File: src/hdl/bti_pkg.sv
// Shared types, constants and widths for the breakpoint table interpolator.
package bti_pkg;

    localparam int REG_COUNT   = 8;
    localparam int REG_W       = 25;
    localparam int CFG_IDX_W   = 3;
    localparam int LEVEL_W     = 16;
    localparam int ALPHA_W     = 8;
    localparam int OPAC_W      = 17;
    localparam int FRAC_BITS   = 17;
    localparam int PROD_W      = LEVEL_W + ALPHA_W;
    localparam int REM_W       = PROD_W + FRAC_BITS;
    localparam int STEP_W      = $clog2(FRAC_BITS);
    localparam int QUEUE_DEPTH = 2;
    localparam int NUM_POINTS_DEFAULT = 8;

    localparam int VALID_BIT   = 24;
    localparam int BRIGHT_HI   = 23;
    localparam int BRIGHT_LO   = 8;
    localparam int ALPHA_HI    = 7;

    localparam logic [OPAC_W-1:0]  DEFAULT_Q16 = 17'd58982;
    localparam logic [ALPHA_W-1:0] ALPHA_FULL  = 8'd255;

    typedef logic [REG_COUNT-1:0][REG_W-1:0] point_array_t;

    typedef struct packed {
        logic               hit;
        logic               interp;
        logic [LEVEL_W-1:0] level;
        logic [LEVEL_W-1:0] prev_b;
        logic [ALPHA_W-1:0] prev_a;
        logic [LEVEL_W-1:0] eb;
        logic [ALPHA_W-1:0] ea;
    } seg_desc_t;

    typedef enum logic [1:0] {
        FS_IDLE,
        FS_SCAN,
        FS_PUSH
    } front_state_t;

    typedef enum logic [2:0] {
        BS_IDLE,
        BS_MUL,
        BS_LOAD,
        BS_DIV,
        BS_DONE
    } back_state_t;

endpackage

File: src/hdl/bti_front.sv
// Front end: accepts a level and scans the breakpoint table to classify its segment.
module bti_front #(
    parameter int NUM_POINTS = bti_pkg::NUM_POINTS_DEFAULT
) (
    input  logic                             aclk,
    input  logic                             aresetn,
    input  logic                             s_valid,
    output logic                             s_ready,
    input  logic [bti_pkg::LEVEL_W-1:0]      s_level,
    input  bti_pkg::point_array_t            points,
    output logic                             q_push,
    output bti_pkg::seg_desc_t               q_wdata,
    input  logic                             q_full
);

    localparam int IDX_W = $clog2(NUM_POINTS);

    bti_pkg::front_state_t            state_reg, state_next;
    logic [IDX_W-1:0]                 idx_reg, idx_next;
    logic                             have_prev_reg, have_prev_next;
    logic [bti_pkg::LEVEL_W-1:0]      prev_b_reg, prev_b_next;
    logic [bti_pkg::ALPHA_W-1:0]      prev_a_reg, prev_a_next;
    logic [bti_pkg::LEVEL_W-1:0]      level_reg, level_next;
    bti_pkg::seg_desc_t               desc_reg, desc_next;

    logic [bti_pkg::REG_W-1:0]        entry;
    logic                             entry_v;
    logic [bti_pkg::LEVEL_W-1:0]      entry_b;
    logic [bti_pkg::ALPHA_W-1:0]      entry_a;
    logic                             last_entry;

    assign entry      = points[idx_reg];
    assign entry_v    = entry[bti_pkg::VALID_BIT];
    assign entry_b    = entry[bti_pkg::BRIGHT_HI:bti_pkg::BRIGHT_LO];
    assign entry_a    = entry[bti_pkg::ALPHA_HI:0];
    assign last_entry = (idx_reg == IDX_W'(NUM_POINTS - 1));

    assign s_ready = (state_reg == bti_pkg::FS_IDLE);
    assign q_push  = (state_reg == bti_pkg::FS_PUSH) && !q_full;
    assign q_wdata = desc_reg;

    always_ff @(posedge aclk) begin
        if (!aresetn) begin
            state_reg <= bti_pkg::FS_IDLE;
        end else begin
            state_reg <= state_next;
        end
        idx_reg       <= idx_next;
        have_prev_reg <= have_prev_next;
        prev_b_reg    <= prev_b_next;
        prev_a_reg    <= prev_a_next;
        level_reg     <= level_next;
        desc_reg      <= desc_next;
    end

    always_comb begin
        state_next     = state_reg;
        idx_next       = idx_reg;
        have_prev_next = have_prev_reg;
        prev_b_next    = prev_b_reg;
        prev_a_next    = prev_a_reg;
        level_next     = level_reg;
        desc_next      = desc_reg;
        unique case (state_reg)
            bti_pkg::FS_IDLE: begin
                if (s_valid) begin
                    level_next     = s_level;
                    idx_next       = '0;
                    have_prev_next = 1'b0;
                    state_next     = bti_pkg::FS_SCAN;
                end
            end
            bti_pkg::FS_SCAN: begin
                if (entry_v && (entry_b >= level_reg)) begin
                    desc_next.hit    = 1'b1;
                    desc_next.interp = have_prev_reg && (entry_b > prev_b_reg);
                    desc_next.level  = level_reg;
                    desc_next.prev_b = prev_b_reg;
                    desc_next.prev_a = prev_a_reg;
                    desc_next.eb     = entry_b;
                    desc_next.ea     = entry_a;
                    state_next       = bti_pkg::FS_PUSH;
                end else begin
                    if (entry_v) begin
                        have_prev_next = 1'b1;
                        prev_b_next    = entry_b;
                        prev_a_next    = entry_a;
                    end
                    if (last_entry) begin
                        desc_next.hit    = have_prev_next;
                        desc_next.interp = 1'b0;
                        desc_next.level  = level_reg;
                        desc_next.prev_b = prev_b_next;
                        desc_next.prev_a = prev_a_next;
                        desc_next.eb     = prev_b_next;
                        desc_next.ea     = prev_a_next;
                        state_next       = bti_pkg::FS_PUSH;
                    end else begin
                        idx_next = idx_reg + IDX_W'(1);
                    end
                end
            end
            bti_pkg::FS_PUSH: begin
                if (!q_full) begin
                    state_next = bti_pkg::FS_IDLE;
                end
            end
            default: begin
                state_next = bti_pkg::FS_IDLE;
            end
        endcase
    end

endmodule

File: src/hdl/bti_fifo.sv
// Short queue of classified segment descriptors between the front and back ends.
module bti_fifo (
    input  logic                aclk,
    input  logic                aresetn,
    input  logic                push,
    input  bti_pkg::seg_desc_t  wdata,
    output logic                full,
    input  logic                pop,
    output bti_pkg::seg_desc_t  rdata,
    output logic                empty
);

    localparam int DEPTH = bti_pkg::QUEUE_DEPTH;
    localparam int PTR_W = $clog2(DEPTH);
    localparam int CNT_W = $clog2(DEPTH + 1);

    bti_pkg::seg_desc_t  slots_reg [DEPTH];
    logic [PTR_W-1:0]    wptr_reg, wptr_next;
    logic [PTR_W-1:0]    rptr_reg, rptr_next;
    logic [CNT_W-1:0]    count_reg, count_next;
    logic                do_push, do_pop;

    assign full    = (count_reg == CNT_W'(DEPTH));
    assign empty   = (count_reg == '0);
    assign do_push = push && !full;
    assign do_pop  = pop && !empty;
    assign rdata   = slots_reg[rptr_reg];

    always_comb begin
        wptr_next  = wptr_reg;
        rptr_next  = rptr_reg;
        count_next = count_reg;
        if (do_push) begin
            wptr_next = (wptr_reg == PTR_W'(DEPTH - 1)) ? '0 : wptr_reg + PTR_W'(1);
        end
        if (do_pop) begin
            rptr_next = (rptr_reg == PTR_W'(DEPTH - 1)) ? '0 : rptr_reg + PTR_W'(1);
        end
        if (do_push && !do_pop) begin
            count_next = count_reg + CNT_W'(1);
        end else if (do_pop && !do_push) begin
            count_next = count_reg - CNT_W'(1);
        end
    end

    always_ff @(posedge aclk) begin
        if (!aresetn) begin
            wptr_reg  <= '0;
            rptr_reg  <= '0;
            count_reg <= '0;
        end else begin
            wptr_reg  <= wptr_next;
            rptr_reg  <= rptr_next;
            count_reg <= count_next;
        end
        if (do_push) begin
            slots_reg[wptr_reg] <= wdata;
        end
    end

endmodule

File: src/hdl/bti_back.sv
// Back end: forms the interpolation fraction and divides it bit by bit into Q1.16.
module bti_back (
    input  logic                          aclk,
    input  logic                          aresetn,
    output logic                          q_pop,
    input  bti_pkg::seg_desc_t            q_rdata,
    input  logic                          q_empty,
    output logic                          m_valid,
    input  logic                          m_ready,
    output logic [bti_pkg::OPAC_W-1:0]    m_opacity_q16,
    output logic                          m_table_hit
);

    localparam int LW = bti_pkg::LEVEL_W;
    localparam int PW = bti_pkg::PROD_W;
    localparam int RW = bti_pkg::REM_W;
    localparam int SW = bti_pkg::STEP_W;
    localparam int OW = bti_pkg::OPAC_W;

    bti_pkg::back_state_t  state_reg, state_next;
    bti_pkg::seg_desc_t    desc_reg, desc_next;
    logic [PW-1:0]         num_reg, num_next;
    logic [PW-1:0]         den_reg, den_next;
    logic [RW-1:0]         rem_reg, rem_next;
    logic [RW-1:0]         dsh_reg, dsh_next;
    logic [OW-1:0]         quo_reg, quo_next;
    logic [SW-1:0]         step_reg, step_next;
    logic                  m_valid_reg, m_valid_next;
    logic [OW-1:0]         m_opac_reg, m_opac_next;
    logic                  m_hit_reg, m_hit_next;

    logic [LW-1:0]         d_sel, t_sel;
    logic [PW-1:0]         prod_prev, prod_ent, prod_den;
    logic                  out_free;

    assign out_free      = !m_valid_reg || m_ready;
    assign m_valid       = m_valid_reg;
    assign m_opacity_q16 = m_opac_reg;
    assign m_table_hit   = m_hit_reg;

    assign d_sel     = desc_reg.interp ? (desc_reg.eb - desc_reg.prev_b) : LW'(1);
    assign t_sel     = desc_reg.interp ? (desc_reg.level - desc_reg.prev_b) : LW'(1);
    assign prod_prev = PW'(desc_reg.prev_a) * PW'(d_sel - t_sel);
    assign prod_ent  = PW'(desc_reg.ea) * PW'(t_sel);
    assign prod_den  = PW'(bti_pkg::ALPHA_FULL) * PW'(d_sel);

    always_ff @(posedge aclk) begin
        if (!aresetn) begin
            state_reg   <= bti_pkg::BS_IDLE;
            m_valid_reg <= 1'b0;
        end else begin
            state_reg   <= state_next;
            m_valid_reg <= m_valid_next;
        end
        desc_reg   <= desc_next;
        num_reg    <= num_next;
        den_reg    <= den_next;
        rem_reg    <= rem_next;
        dsh_reg    <= dsh_next;
        quo_reg    <= quo_next;
        step_reg   <= step_next;
        m_opac_reg <= m_opac_next;
        m_hit_reg  <= m_hit_next;
    end

    always_comb begin
        state_next   = state_reg;
        desc_next    = desc_reg;
        num_next     = num_reg;
        den_next     = den_reg;
        rem_next     = rem_reg;
        dsh_next     = dsh_reg;
        quo_next     = quo_reg;
        step_next    = step_reg;
        m_opac_next  = m_opac_reg;
        m_hit_next   = m_hit_reg;
        m_valid_next = m_valid_reg && !m_ready;
        q_pop        = 1'b0;
        unique case (state_reg)
            bti_pkg::BS_IDLE: begin
                if (!q_empty) begin
                    q_pop     = 1'b1;
                    desc_next = q_rdata;
                    if (q_rdata.hit) begin
                        state_next = bti_pkg::BS_MUL;
                    end else begin
                        quo_next   = bti_pkg::DEFAULT_Q16;
                        state_next = bti_pkg::BS_DONE;
                    end
                end
            end
            bti_pkg::BS_MUL: begin
                num_next   = prod_prev + prod_ent;
                den_next   = prod_den;
                state_next = bti_pkg::BS_LOAD;
            end
            bti_pkg::BS_LOAD: begin
                rem_next   = (RW'(num_reg) << bti_pkg::FRAC_BITS) + RW'(den_reg);
                dsh_next   = RW'({den_reg, 1'b0}) << (bti_pkg::FRAC_BITS - 1);
                quo_next   = '0;
                step_next  = SW'(bti_pkg::FRAC_BITS - 1);
                state_next = bti_pkg::BS_DIV;
            end
            bti_pkg::BS_DIV: begin
                if (rem_reg >= dsh_reg) begin
                    rem_next = rem_reg - dsh_reg;
                    quo_next = {quo_reg[OW-2:0], 1'b1};
                end else begin
                    quo_next = {quo_reg[OW-2:0], 1'b0};
                end
                dsh_next = dsh_reg >> 1;
                if (step_reg == '0) begin
                    state_next = bti_pkg::BS_DONE;
                end else begin
                    step_next = step_reg - SW'(1);
                end
            end
            bti_pkg::BS_DONE: begin
                if (out_free) begin
                    m_valid_next = 1'b1;
                    m_opac_next  = quo_reg;
                    m_hit_next   = desc_reg.hit;
                    state_next   = bti_pkg::BS_IDLE;
                end
            end
            default: begin
                state_next = bti_pkg::BS_IDLE;
            end
        endcase
    end

endmodule

File: src/hdl/breakpoint_table_interpolator.sv
// Top level of the breakpoint table interpolator: configuration registers and the
// front end, queue and back end.
//
// Each level transaction is mapped to an opacity in unsigned Q1.16 by piecewise-linear
// interpolation over up to NUM_POINTS breakpoints held in the point registers. The
// front end accepts a level and scans the table entries one by one (NUM_POINTS at most),
// then hands the classified segment to a two-entry queue. The back end forms the
// products, sets up the divider, runs the bit-serial restoring divider and then loads
// the output register; it takes a new segment from the queue only after loading the
// previous result. A new level is accepted while an earlier result waits in the output
// register. Write the point registers only while the block is idle.
module breakpoint_table_interpolator #(
    parameter int NUM_POINTS = bti_pkg::NUM_POINTS_DEFAULT
) (
    input  logic                                aclk,
    input  logic                                aresetn,
    input  logic                                cfg_wen,
    input  logic [bti_pkg::CFG_IDX_W-1:0]       cfg_index,
    input  logic [bti_pkg::REG_W-1:0]           cfg_wdata,
    input  logic                                s_valid,
    output logic                                s_ready,
    input  logic [bti_pkg::LEVEL_W-1:0]         s_level,
    output logic                                m_valid,
    input  logic                                m_ready,
    output logic [bti_pkg::OPAC_W-1:0]          m_opacity_q16,
    output logic                                m_table_hit
);

    bti_pkg::point_array_t  points_reg, points_next;
    bti_pkg::seg_desc_t     q_wdata, q_rdata;
    logic                   q_push, q_full, q_pop, q_empty;

    always_comb begin
        points_next = points_reg;
        if (cfg_wen) begin
            points_next[cfg_index] = cfg_wdata;
        end
    end

    always_ff @(posedge aclk) begin
        if (!aresetn) begin
            points_reg <= '0;
        end else begin
            points_reg <= points_next;
        end
    end

    bti_front #(
        .NUM_POINTS (NUM_POINTS)
    ) u_front (
        .aclk    (aclk),
        .aresetn (aresetn),
        .s_valid (s_valid),
        .s_ready (s_ready),
        .s_level (s_level),
        .points  (points_reg),
        .q_push  (q_push),
        .q_wdata (q_wdata),
        .q_full  (q_full)
    );

    bti_fifo u_fifo (
        .aclk    (aclk),
        .aresetn (aresetn),
        .push    (q_push),
        .wdata   (q_wdata),
        .full    (q_full),
        .pop     (q_pop),
        .rdata   (q_rdata),
        .empty   (q_empty)
    );

    bti_back u_back (
        .aclk          (aclk),
        .aresetn       (aresetn),
        .q_pop         (q_pop),
        .q_rdata       (q_rdata),
        .q_empty       (q_empty),
        .m_valid       (m_valid),
        .m_ready       (m_ready),
        .m_opacity_q16 (m_opacity_q16),
        .m_table_hit   (m_table_hit)
    );

endmodule

File: config.mk
export PLATFORM = sky130hd
export DESIGN_NAME = breakpoint_table_interpolator
export DESIGN_NICKNAME = d
export VERILOG_FILES = /design/src/hdl/bti_pkg.sv /design/src/hdl/bti_front.sv /design/src/hdl/bti_fifo.sv /design/src/hdl/bti_back.sv /design/src/hdl/breakpoint_table_interpolator.sv
export SDC_FILE = /design/constraint.sdc
export NUM_CORES = 2
export LEC_CHECK = 0
export BUFFER_PORTS_ARGS = -buffer_cell sky130_fd_sc_hd__buf_2
export CAP_MARGIN = 15
export CORE_ASPECT_RATIO = 0.5
export CORE_MARGIN = 2
export CORE_UTILIZATION = 35
export DETAILED_ROUTE_END_ITERATION = 16
export SETUP_SLACK_MARGIN = 0.05
export SYNTH_ARGS = -nofsm -noshare
export SYNTH_HDL_FRONTEND = slang
export SYNTH_SLANG_ARGS = --single-unit
File: constraint.sdc
create_clock -name aclk -period 9.62 [get_ports aclk]
set_input_delay 0.481 -clock aclk [delete_from_list [all_inputs] [get_ports aclk]]
set_output_delay 0.481 -clock aclk [all_outputs]
set_load 0.005 [all_outputs]
[Word-level counts from Yosys, hierarchy flattened]
Memory sizes are Yosys's and may differ from the RTL's. A register that Yosys moved wholly into a read port is not among the register bits.
Index checks and enable logic that the tools add are counted.
Cells by class
  $add $sub $neg: 12
  multiplexer cells: 50
  reductions and logical operators: 37
  $lt $le $gt $ge: 6
  $mul: 3
  bitwise operators: 2
  equal/unequal tests: 19
Operator list (count)
  200-bit bitwise mux: 1
  41-bit case mux with 2 select lines: 2
  25-bit binary-select mux with 3-bit select: 1
  25-bit demux with 3-bit select: 1
  66-bit 2-to-1 mux: 1
  65-bit 2-to-1 mux: 1
  17-bit case mux with 3 select lines: 1
  25-bit 2-to-1 mux: 2
  16-bit 2-to-1 mux: 3
  41-bit by 24-bit adder with 41-bit output: 1
  41-bit greater-or-equal comparator: 1
  41-bit 2-to-1 mux: 1
  41-bit subtractor: 1
  17-bit 2-to-1 mux: 2
  16-bit subtractor: 2
  24-bit adder: 1
  8-bit by 16-bit multiplier with 24-bit output: 1
  8-bit by 16-bit multiplier with 24-bit output, first input constant: 1
  8-bit by 24-bit multiplier with 24-bit output: 1
  3-bit 2-to-1 mux: 7
  16-bit by 16-bit subtractor with 17-bit output: 1
  16-bit greater-or-equal comparator: 1
  16-bit greater-than comparator: 1
  3-bit case mux with 5 select lines: 1
  35 further kinds: 93
Storage, ports and cells
  memory bits (writable): 132
  logic and storage cells: 171
  memories kept: 1
  bits in registers: 556
Memories
  u_fifo.slots_reg: depth 2, bits a word 66, rd ports 1, clocked after memory_dff 1, write ports 1, line bti_fifo.sv:17  | bti_pkg::seg_desc_t slots_reg [DEPTH];

[Depth between registers and ports, before layout]
  word-level depth: 8
  gate-level depth with buffers: 42
  depth with buffers taken out: 41

[By module]
A second synthesis with hierarchy kept.
Second synthesis, totals
  cell total of the unflattened synthesis: 3882
  area total of the unflattened synthesis: 44026.0 µm²
Modules (own cells, without submodules)
  bti_back: seq. area each 7166.9 µm², area each 25393.1 µm², cells an instance 2559, instances 1
  breakpoint_table_interpolator: seq. area each 4003.8 µm², area each 7241.9 µm², cells an instance 681, instances 1
  bti_front: seq. area each 3343.2 µm², area each 6387.4 µm², cells an instance 412, instances 1
  bti_fifo: seq. area each 4063.9 µm², area each 5003.5 µm², cells an instance 230, instances 1

[Least setup slack after synthesis]
Ideal clock, no wire load.
  kind: flip-flop to flip-flop
  start point: register u_back.desc_reg[33] (netlist bit)
  end point: register u_back.num_reg[22] (data pin)
  arrival: 8873 ps
  period minus slack after synthesis: 9136 ps
  library setup time: 262 ps
  stages on the path, launching flop included: 39
  path slack: 484 ps
  path through: edfxtp_1 -> inv_1 -> ha_1 -> nor2b_4 -> o21ai_2 -> a21boi_1 -> o21a_1 -> o311a_4 -> a311oi_2 -> o31a_2 -> xnor2_1 -> and2_1 -> clkbuf_1 -> inv_1 -> ha_1 -> a211o_1 -> or3_1 -> nor3_1 -> [3 not listed] -> fa_1 -> fa_1 -> inv_1 -> fa_1 -> fa_1 -> fa_1 -> inv_1 -> fa_1 -> inv_1 -> ha_1 -> a21oi_1 -> nor2b_1 -> o21ai_0 -> nand2b_1 -> a21o_1 -> a221oi_1 -> mux2i_1 -> nand3_1
On the way
  cells in the longest elaborated chain, start to end: 5
  elaborated cells between the ends (all ways): 8
  classes of those cells: add/sub (4); mul (2); mux (2)
Ends and longest elaborated chain
  from (decl): line bti_back.sv:21  | bti_pkg::seg_desc_t desc_reg, desc_next;
  from (signal assigned): line bti_back.sv:55  | desc_reg <= desc_next;
  16-bit subtractor (on tied branches): line bti_back.sv:41, bti_back.sv:42
  16-bit 2-to-1 mux (on tied branches): line bti_back.sv:41, bti_back.sv:42
  16-bit by 16-bit subtractor with 17-bit output: line bti_back.sv:43  | assign prod_prev = PW'(desc_reg.prev_a) * PW'(d_sel - t_sel);
  8-bit by 24-bit multiplier with 24-bit output: line bti_back.sv:43
  24-bit adder (*): line bti_back.sv:93  | num_next = prod_prev + prod_ent;
  to (signal assigned): line bti_back.sv:56  | num_reg <= num_next;
  to (decl): line bti_back.sv:22  | logic [PW-1:0] num_reg, num_next;
Mark *: on every way between the ends. The rest lies on a longest branch, timed or not.
A chain may end at the register's enable or synchronous reset.

[Worst setup path in the final report]
Same ends and word-level chain as after synthesis.

==> metrics <==
Crit path buffers/inverters=8; gr ovfl total=0; FP Rows=90; Max clock buf depth=3; Detailed Routing Iterations Pass 1=5; CTS root buffer=clkbuf_16; dpl hpwl=71.8 mm; die height=252 µm; sequential cell area fraction in the yosys report=43.2%; synthesized area per cell=10.7 µm²; DR vias=28,300; first-pass GRT wire length=160 mm; # port buffers=68; f_max=108 MHz; type of origin of the critical path=register; Hold Path Class=in -> reg; final-report setup violation count=0; IO Pins=69; critical path fanouts, max=5; CP Data Arrival Time=9620 ps; commonest non-fill, non-tap cell in the layout=nand2_1; fill count=11,600; Seq cells post-synth=689; DRT iter0 DRCs=1,919; post-synthesis cell area=43,000 µm²; Clock Skew=31.7 ps; CTS Buf Count=67; vias per cell=4.93; Layout Nets=4,662; area grow syn2layout=12.0%; syn nets=4,588; CTS tree=built; Core Box Area=121,000 µm²; total track usage=16.0%; drc violations=0; Antenna Nets Post-Route=0; Cells after Synth=4,001; WL per Instance=17.6 µm; Post-Route WL=101 mm; final period utilization=95.8%; clk_lat worst skew=660 ps; setup_tns=0 ps; initial antenna violation count=4; unrepaired setup endpoints after global routing=yes; Netlist cell types=75; CTS clk-pin slew, worst paths=80 ps; Worst EP required=10,020 ps; CP delay by family, top=adder cells; largest net degree at the start of global routing=120; Die Span X=499 µm; CP max stage delay=530 ps; H-tree levels=3; Yosys warning total=0; multi-input logic area=22,100 µm²; leading register cell type out of synthesis=edfxtp_1; register area=18,600 µm²; Register-to-Register Setup Slack=400 ps; die area=126,000 µm²; kind of critical path=reg -> reg; outcome=completed; most frequent cells in the layout=nand2_1, inv_1, edfxtp_1; max reg flops=200; Period minus WS final=9220 ps; fraction of layout cells with a size suffix above 1=12.7%; Worst Tran Pin Value=1000 ps; Post-synth EDFFs=478; CTS Sinks=689; endpoints failing hold=0; vias in the first global route=28,900; n_diodes=0; Slew HR=33.2%; fin. max-slew vios=0; global placement routability congestion=0.866; Max Cap Viol=0; Post-synth ARST share=0%; slowest cell on the critical path=fa_1; Starting Density=35.5%; kind of end point of the critical path=register
[through the flow]
stage	area (µm²)	setup slack [ps]	util, %	instances	hold slack (ps)
after floorplan	43000	484	-	4001	400
after global placement	45400	109	37.4	5594	405
after detailed placement	45400	-117	37.4	5594	412
after CTS	47900	60.9	39.5	5730	32.5
after global routing	48100	1.56	39.7	5738	37.6
final	48100	400	39.7	5738	70.4
[synthesized netlist by cell type (6+ instances only)]
cell type	instances	area [µm²]
a21boi_0	11	82.6
clkbuf_2	25	125
and3_1	72	450
buf_2	6	30.0
o2111ai_1	7	61.3
o21ai_0	107	536
buf_1	7	26.3
and4_1	6	52.6
nor2b_1	37	231
nand2_1	669	2510
or3_1	13	81.3
mux2i_1	15	150
clkbuf_1	125	469
a31oi_1	11	68.8
nand3_1	34	170
xor2_1	45	394
inv_1	515	1930
nor3_1	37	185
fa_1	303	6070
nor2_1	115	432
edfxtp_1	478	14400
xnor2_1	89	780
a21o_1	54	405
o21bai_1	8	60.1
or2_2	11	68.8
nor4_1	6	37.5
a211o_1	6	52.6
and2_1	102	638
nand2b_1	28	175
mux4_2	50	1130
o31ai_1	6	45.0
o21a_1	24	180
o211ai_1	7	52.6
dfxtp_1	211	4220
mux2_2	121	1360
ha_1	235	2940
and2_4	6	52.6
a211oi_1	12	90.1
nand4_1	16	100
a21oi_1	307	1540
[logic make-up (layout without fill, tap and decap cells)]
logic type / count (synthesis) / in the layout / share of synthesized area, %
buf+inv: 682 / 809 / 6.12
flops: 689 / 689 / 43.2
simple gates: 1165 / 1165 / 12.3
compound gates: 607 / 607 / 8.46
xor+xnor: 134 / 134 / 2.73
fa+ha+maj: 538 / 538 / 21.0
mux: 186 / 186 / 6.14
[worst paths after layout]
check	startpoint	endpoint	cells past startpoint
worst max-delay path	u_back.desc_reg[33]	u_back.num_reg[22]	38
worst min-delay path	s_level[6]	u_front.level_reg[6]	1
worst max register to register	u_back.desc_reg[33]	u_back.num_reg[22]	38
worst min register to register	u_back.quo_reg[16]	u_back.m_opacity_q16[16]	0
[routing by layer]
layer / global-route usage (%) / routed length (µm) / up-vias
li1: - / - / 13600
met1: 21.5 / 45700 / 13900
met5: 0 / 13 / -
met2: 26.8 / 47700 / 633
met3: 2.57 / 5070 / 143
met4: 4.42 / 2190 / 2
[layout make-up]
cell class / count / share of cell area, %
flip-flops and latches: 689 / 38.6
well taps: 1610 / 4.19
clock buffers: 95 / 4.00
clock inverters: 27 / 0.863
inverters: 515 / 4.03
repair buffers: 172 / 2.46
multi-input cells: 2630 / 45.9
[what timing repair did]
item | in CTS | in global routing
hold endpoints to repair | 13 | 0
setup endpoints to repair | 3 | 9
pin swaps | 1 | 21
buffers inserted | 1 | 7
hold buffers | 13 | 0
resized for setup | 2 | 53
Power is not shown: default switching activity piles up to over one toggle a cycle in this logic, so the estimate is an artifact.
